### config.mk
export PLATFORM = sky130hd
export DESIGN_NAME = sasr_ctrl
export DESIGN_NICKNAME = d
export VERILOG_FILES = /design/src/rtl/sasr_pkg.sv /design/src/rtl/sasr_ctrl.sv
export SDC_FILE = /design/constraint.sdc
export NUM_CORES = 1
export LEC_CHECK = 0
export BUFFER_PORTS_ARGS = -buffer_cell sky130_fd_sc_hd__buf_2
export CAP_MARGIN = 15
export CORE_ASPECT_RATIO = 1.2
export CORE_MARGIN = 2
export CORE_UTILIZATION = 55
export DETAILED_ROUTE_END_ITERATION = 8
export PLACE_DENSITY = 0.86
export RECOVER_POWER = 25
export SYNTH_ARGS = -nofsm -noshare
export SYNTH_HDL_FRONTEND = slang
export SYNTH_SLANG_ARGS = --single-unit
### constraint.sdc
create_clock -name clk -period 3.51 [get_ports clk]
set_input_delay 0.702 -clock clk [delete_from_list [all_inputs] [get_ports clk]]
set_output_delay 0.702 -clock clk [all_outputs]
set_load 0.02 [all_outputs]
### src/rtl/sasr_pkg.sv
// Shared types, constants and codes for the scaled attention score block.
package sasr_pkg;

  // Store geometry.
  localparam int SEQ_LEN     = 16;
  localparam int HEAD_SIZE   = 64;
  localparam int RESULT_CAP  = 16;
  localparam int MAX_LEN     = (SEQ_LEN < RESULT_CAP) ? SEQ_LEN : RESULT_CAP;

  localparam int ROW_W       = 4;
  localparam int DIM_W       = 6;
  localparam int ADDR_W      = ROW_W + DIM_W;
  localparam int STORE_DEPTH = 1 << ADDR_W;
  localparam int KEY_CNT_W   = $clog2(MAX_LEN + 1);
  localparam int DIM_CNT_W   = $clog2(HEAD_SIZE + 1);

  // Field widths.
  localparam int ELEM_W      = 16;
  localparam int PROD_W      = 2 * ELEM_W;
  localparam int ACC_W       = 40;
  localparam int SCALE_W     = 16;
  localparam int SCALE_SHIFT = 16;
  localparam int SPROD_W     = ACC_W + SCALE_W + 1;
  localparam int LEN_REG_W   = 5;
  localparam int DIM_REG_W   = 7;

  // Configuration port.
  localparam int CFG_ADDR_W  = 4;
  localparam int CFG_DATA_W  = 32;

  localparam logic [SCALE_W-1:0]   SCALE_RST  = 16'd8192;
  localparam logic [LEN_REG_W-1:0] LENGTH_RST = 5'd16;
  localparam logic [DIM_REG_W-1:0] DIM_RST    = 7'd64;

  // Register indexes (word address).
  localparam logic [1:0] REG_SCORE_SCALE   = 2'd0;
  localparam logic [1:0] REG_ACTIVE_LENGTH = 2'd1;
  localparam logic [1:0] REG_ACTIVE_DIM    = 2'd2;

  // Action codes.
  localparam logic [1:0] ACT_WR_QUERY = 2'd0;
  localparam logic [1:0] ACT_WR_KEY   = 2'd1;
  localparam logic [1:0] ACT_COMPUTE  = 2'd2;

  typedef struct packed {
    logic [1:0]               action;
    logic [ROW_W-1:0]         row_index;
    logic [DIM_W-1:0]         dim_index;
    logic signed [ELEM_W-1:0] element_value;
  } in_t;

  typedef struct packed {
    logic signed [ACC_W-1:0] score;
    logic [ROW_W-1:0]        key_position;
    logic                    last_score;
  } out_t;

  // Controller to datapath commands.
  typedef struct packed {
    logic             q_we;
    logic             k_we;
    logic             rd_en;
    logic             acc_clr;
    logic [ROW_W-1:0] q_row;
    logic [ROW_W-1:0] key_row;
    logic [DIM_W-1:0] dim;
    logic             scale_en;
    logic             out_load;
    logic             out_last;
  } cmd_t;

  // Datapath to controller status.
  typedef struct packed {
    logic out_full;
  } sts_t;

endpackage

### src/rtl/sasr_ctrl.sv
// Controller: decodes transactions and sequences key rows and dimensions.
module sasr_ctrl (
  input  logic                             clk,
  input  logic                             rst_n,
  input  logic                             in_valid,
  output logic                             in_ready,
  input  sasr_pkg::in_t                    in_data,
  input  logic [sasr_pkg::LEN_REG_W-1:0]   active_length,
  input  logic [sasr_pkg::DIM_REG_W-1:0]   active_dim,
  input  sasr_pkg::sts_t                   sts,
  output sasr_pkg::cmd_t                   cmd
);

  typedef enum logic [4:0] {
    ST_IDLE  = 5'b00001,
    ST_MAC   = 5'b00010,
    ST_DRAIN = 5'b00100,
    ST_SCALE = 5'b01000,
    ST_EMIT  = 5'b10000
  } state_t;

  state_t                           state_r, state_nxt;
  logic [sasr_pkg::KEY_CNT_W-1:0]   k_r, k_nxt;
  logic [sasr_pkg::KEY_CNT_W-1:0]   len_r, len_nxt;
  logic [sasr_pkg::DIM_CNT_W-1:0]   d_r, d_nxt;
  logic [sasr_pkg::DIM_CNT_W-1:0]   dims_r, dims_nxt;
  logic [sasr_pkg::ROW_W-1:0]       q_row_r, q_row_nxt;
  logic                             drain_r, drain_nxt;
  logic                             in_fire;
  logic                             wr_ok;
  logic                             last_key;
  logic [sasr_pkg::KEY_CNT_W-1:0]   len_sat;
  logic [sasr_pkg::DIM_CNT_W-1:0]   dims_sat;

  assign in_ready = (state_r == ST_IDLE);
  assign in_fire  = in_valid && in_ready;
  assign wr_ok    = (32'(in_data.row_index) < sasr_pkg::SEQ_LEN) &&
                    (32'(in_data.dim_index) < sasr_pkg::HEAD_SIZE);
  assign last_key = (k_r == len_r - 1'b1);

  assign len_sat  = (32'(active_length) > sasr_pkg::MAX_LEN) ?
                    sasr_pkg::KEY_CNT_W'(sasr_pkg::MAX_LEN) :
                    sasr_pkg::KEY_CNT_W'(active_length);
  assign dims_sat = (32'(active_dim) > sasr_pkg::HEAD_SIZE) ?
                    sasr_pkg::DIM_CNT_W'(sasr_pkg::HEAD_SIZE) :
                    sasr_pkg::DIM_CNT_W'(active_dim);

  always_comb begin
    state_nxt = state_r;
    k_nxt     = k_r;
    len_nxt   = len_r;
    d_nxt     = d_r;
    dims_nxt  = dims_r;
    q_row_nxt = q_row_r;
    drain_nxt = drain_r;

    cmd          = '0;
    cmd.q_row    = q_row_r;
    cmd.key_row  = k_r[sasr_pkg::ROW_W-1:0];
    cmd.dim      = d_r[sasr_pkg::DIM_W-1:0];
    cmd.out_last = last_key;

    case (state_r)
      ST_IDLE: begin
        if (in_fire) begin
          case (in_data.action)
            sasr_pkg::ACT_WR_QUERY: cmd.q_we = wr_ok;
            sasr_pkg::ACT_WR_KEY:   cmd.k_we = wr_ok;
            sasr_pkg::ACT_COMPUTE: begin
              // Drop a compute with an out-of-range row or zero length.
              if ((32'(in_data.row_index) < sasr_pkg::SEQ_LEN) && (len_sat != '0)) begin
                q_row_nxt = in_data.row_index;
                len_nxt   = len_sat;
                dims_nxt  = dims_sat;
                k_nxt     = '0;
                d_nxt     = '0;
                state_nxt = ST_MAC;
              end
            end
            default: ;
          endcase
        end
      end
      ST_MAC: begin
        drain_nxt = 1'b0;
        if (dims_r == '0) begin
          cmd.acc_clr = 1'b1;
          state_nxt   = ST_DRAIN;
        end else begin
          cmd.rd_en   = 1'b1;
          cmd.acc_clr = (d_r == '0);
          if (d_r == dims_r - 1'b1) begin
            d_nxt     = '0;
            state_nxt = ST_DRAIN;
          end else begin
            d_nxt = d_r + 1'b1;
          end
        end
      end
      ST_DRAIN: begin
        // Drain the read register, then the product register.
        drain_nxt = 1'b1;
        if (drain_r) begin
          state_nxt = ST_SCALE;
        end
      end
      ST_SCALE: begin
        cmd.scale_en = 1'b1;
        state_nxt    = ST_EMIT;
      end
      ST_EMIT: begin
        if (!sts.out_full) begin
          cmd.out_load = 1'b1;
          if (last_key) begin
            state_nxt = ST_IDLE;
          end else begin
            k_nxt     = k_r + 1'b1;
            state_nxt = ST_MAC;
          end
        end
      end
      default: state_nxt = ST_IDLE;
    endcase
  end

  always_ff @(posedge clk) begin
    if (!rst_n) begin
      state_r <= ST_IDLE;
      k_r     <= '0;
      d_r     <= '0;
      len_r   <= '0;
      dims_r  <= '0;
      q_row_r <= '0;
      drain_r <= 1'b0;
    end else begin
      state_r <= state_nxt;
      k_r     <= k_nxt;
      d_r     <= d_nxt;
      len_r   <= len_nxt;
      dims_r  <= dims_nxt;
      q_row_r <= q_row_nxt;
      drain_r <= drain_nxt;
    end
  end

  // A result is loaded only into a free output slot.
  a_load_free: assert property (@(posedge clk) disable iff (!rst_n)
    cmd.out_load |-> !sts.out_full)
    else $error("result loaded over a waiting result");

  // While busy, the key counter stays inside the active length.
  a_key_range: assert property (@(posedge clk) disable iff (!rst_n)
    (state_r != ST_IDLE) |-> (len_r != '0) && (k_r < len_r))
    else $error("key counter out of range");

  // The last result returns the controller to idle.
  a_last_idle: assert property (@(posedge clk) disable iff (!rst_n)
    cmd.out_load && cmd.out_last |=> state_r == ST_IDLE)
    else $error("controller busy after last result");

endmodule

### After elaboration in Yosys (flattened, before gate mapping)

Cells that the tools add are included.

* register bits after elaboration: 34
* logic and storage cells: 76

* add/sub/neg operators: 4
* order comparisons: 2
* equality and inequality tests: 17
* multiplexer cells: 34
* reduce and logical (&&, ||, !) cells: 12

Operators by type and width (count)
* $mux 5: 13
* $mux 7: 6
* $pmux 5 s5: 1
* $logic_not 7->1: 2
* $pmux 7 s2: 1
* $reduce_and 6->1: 2
* $pmux 5 s2: 1
* $mux 2: 4
* $ne 2x2->1 const B: 4
* $add 7x1->7 const B: 1
* $eq 7x7->1: 1
* $gt 7x7->1 const B: 1
* $mux 1: 7
* $sub 7x1->7 const B: 1
* $ne 2x1->1 const B: 3
* $reduce_bool 2->1: 3
* $add 5x1->5 const B: 1
* $eq 5x1->1 const B: 1
* $eq 5x2->1 const B: 1
* $eq 5x3->1 const B: 1
* $eq 5x4->1 const B: 1
* $eq 5x5->1: 1
* $eq 5x5->1 const B: 1
* $gt 5x5->1 const B: 1
* 10 further kinds: 10

### Depth between registers and ports, before layout

* depth after elaboration: 7
* gate-level depth with buffers: 8
* gate-level depth less buffers: 8

### Worst setup path after synthesis

OpenSTA, ideal clock, no wires.

* path type: reg-to-output
* from: register dims_r[3] (netlist bit)
* to: output port cmd[17] (netlist bit)
* data arrival time: 1.566 ns
* data required time: 2.808 ns
* path slack: 1.242 ns
* stages on the path, launching flop included: 4
* cell sequence: dfxtp_1 > or4_4 > or3_1 > a21oi_1

RTL lines
* from (decl): line sasr_ctrl.sv:26 `logic [sasr_pkg::DIM_CNT_W-1:0] dims_r, dims_nxt;`
* from (signal assigned): line sasr_ctrl.sv:140 `dims_r <= dims_nxt;`
* to (decl): line sasr_ctrl.sv:11 `output sasr_pkg::cmd_t cmd`

==> results.ini <==
[timing]
rsz0062_at_grt = no
slew_viol_final = 0
skew_ns = 0.00682
whs_ns = 0.457
fin_crit_ns = 2.73
fin_ws_ns = 0.776
max_slew_margin_pct = 36.6
max_slew.worst_pin.slew_ns = 0.948
max_freq_mhz = 366
setup_viol_count_final = 0
fin_crit_sh_pct = 77.9
hold_viol_final = 0
finalSetupTns_ns = 0

[layout]
layout_commonest_cell = dfxtp_1
nets = 332
postLayoutCoreUtil_pct = 62.8
synthToLayoutAreaGrowth_pct = 10.8
antenna_cells = 0
drive_above_1_share_pct = 17.3
layout.filler_cells = 318
fin_cells = 322
final_cell_mix = dfxtp_1, a21oi_1, nand2_1

[global_route]
antenna_found_initial = 0
grt_pass1_wl_mm = 7.41
grt_pass1_vias = 1774
grt_usage_pct = 22.0
grt.overflow.total = 0
grt_max_degree = 22

[floorplanning]
start_util_pct = 56.7
die_x_um = 59.6
fp-row-count = 24
chipHeight_um = 70.8
core_mm2 = 0.00360
ios = 66
dieArea_mm2 = 0.00422

[power_and_ir_drop]
p_comb_share_pct = 26.4
max-vdd-ir-drop_uv = 239
power_density_mw_per_mm2 = 446
seqPwrFrac_pct = 43.3
leakage_nw = 0.895
p_sw_share_pct = 34.5
clockPowerShare_pct = 30.3
power.switching_uw = 349
p_int_uw = 661

[clock_network]
htree_num_levels = 2
ctsResizeCount = 0
clockRootBuffer = clkbuf_8
clk_pin_slew_ns = 0.07
cts_sinks = 34
cts_setup_buffers = 0
cts_hold_buf = 0
cts_buffers = 5
cts_tree = done
cts.path.max_buffers = 2
clk_latency_ns = 0.29

[min_path]
min_from = q_row_r[0]$_SDFFE_PN0P_
hp-class = flop to flop

[worst_setup_path]
cp_cell_sequence = inv_1 -> ha_1 -> and3_4 -> o221a_1 -> o211ai_2 -> inv_2 -> buf_2
end_kind = output pin
critPathMaxStageDelay_ns = 0.38
worstPathRequired_ns = 2.81
setup.worst_path.class = flop to output pin
rr_startpoint = len_r[0]$_SDFFE_PN0P_
cp-start-kind = flop
arrival_ns = 2.03
cp_slowest_cell = dfxtp_1
critPathMaxFanout = 9
path_delay_family = compound AO/OA/AOI/OAI gates
startpoint = len_r[0]$_SDFFE_PN0P_
path_buf_inv = 3

[synthesis]
synthMuxAreaShare_pct = 0
synth_top_family_by_area = simple AND/OR/NAND/NOR gates
synth.distinct_cells = 49
yosys.area_share.simple_pct = 24.4
synth_compound_area_share_pct = 22.5
synth.net_count = 301
ys_warn_count = 0
synthAdderAreaFrac_pct = 3.67
synth.avg_cell_area_um2 = 8.14
ys_ff_latch = 34
synth_edf_count = 0
synth.yosys.seq_area_share_pct = 33.3
ys.flop_type = dfxtp_1
synth_xor_area_share_pct = 6.86
netlist_instances = 251
netlist_area_mm2 = 0.00204
synthArstFlopShare_pct = 0

[placed_design]
place.port_buffers = 43
detailedPlacementHpwl_mm = 3.28
place.gp.congestion = 0.823
place_ws_ns = 0.890
dp.cells = 314

[routing]
wire_per_inst_um = 14.1
via_count = 1911
first_iter_violations = 86
finalWirelength_mm = 4.53
ant_nets = 0
route.met3.wl_um = 156
first_pass_iters = 4
wirelength_met1_mm = 1.87
via_per_inst = 5.93
top_layer_used = met4
drc = 0
route.met2.wl_mm = 2.44

[job]
maxCapViolations = 0

[outcome]
status = complete, no violations

[per-layer routing]
layer | GRT usage (%) | vias up
met4 | 7.90 | 0
met2 | 39.6 | 36
met1 | 25.0 | 915
li1 | - | 953
met3 | 4.20 | 7
met5 | 0 | -
[area by class of cell]
type	instances	area (um2)	share of cell area [%]
clock buffer	6	82.6	3.65
tap	39	48.8	2.15
sequential	34	681	30.1
inverter	18	67.6	2.98
timing repair buffer	43	199	8.78
multi-input combinational	180	1170	51.8
clock inverter	2	12.5	0.552
[cell families after synthesis]
family,count (synthesis)
adder cells (fa/ha/maj),6
flip-flops,34
XOR/XNOR,16
AND/OR/NAND/NOR,91
AO/OA/AOI/OAI,67
buffers and inverters,37
[per-stage QoR]
step	instance area [um2]	total power, mW
6_report	2260	1.01
5_1_grt	2260	1.06
4_1_cts	2280	1.02
3_5_place_dp	2190	0.710
3_3_place_gp	2190	0.706
2_1_floorplan	2040	0.641
[sequential cells by signal (all words and copies together), names as in the netlist]
name,flops
dims_r,7
drain_r,1
state_r,5
len_r,5
k_r,5
q_row_r,4
d_r,7
[cells in the mapped netlist (6+ instances only)]
cell / count / area (um2)
dfxtp_1: 34 / 681
a21oi_1: 33 / 165
nand2_1: 31 / 116
inv_1: 15 / 56.3
nand3b_1: 13 / 97.6
buf_4: 11 / 82.6
nor2_1: 11 / 41.3
xor2_1: 9 / 78.8
nand3_1: 7 / 35.0
o31ai_1: 7 / 52.6
or4_1: 7 / 52.6
xnor2_1: 7 / 61.3
clkbuf_1: 6 / 22.5
ha_1: 6 / 75.1
[power groups by stage]
| stage | Sequential [mW] | Combinational, mW | Clock [mW] |
|---|---|---|---|
| 6_report | 0.437 | 0.267 | 0.306 |
| 5_1_grt | 0.441 | 0.293 | 0.326 |
| 3_5_place_dp | 0.445 | 0.265 | 0 |
| 2_1_floorplan | 0.442 | 0.199 | 0 |
| 4_1_cts | 0.436 | 0.267 | 0.312 |
| 3_3_place_gp | 0.444 | 0.262 | 0 |
[tightest hold or removal path, cell delays in order (launching register included)]
cell and delay [ns]:
dfxtp_1 0.31, nand2_1 0.05, a21oi_1 0.05
[final timing paths]
kind,to,cells after the start,slack (ns)
worst max register to register,k_r[4]$_SDFFE_PN0P_,8,1.21
worst max-delay path,cmd[0],7,0.78
worst min register to register,q_row_r[0]$_SDFFE_PN0P_,2,0.46
worst min-delay path,q_row_r[0]$_SDFFE_PN0P_,2,0.46
Power figures use the tool's default switching activity.
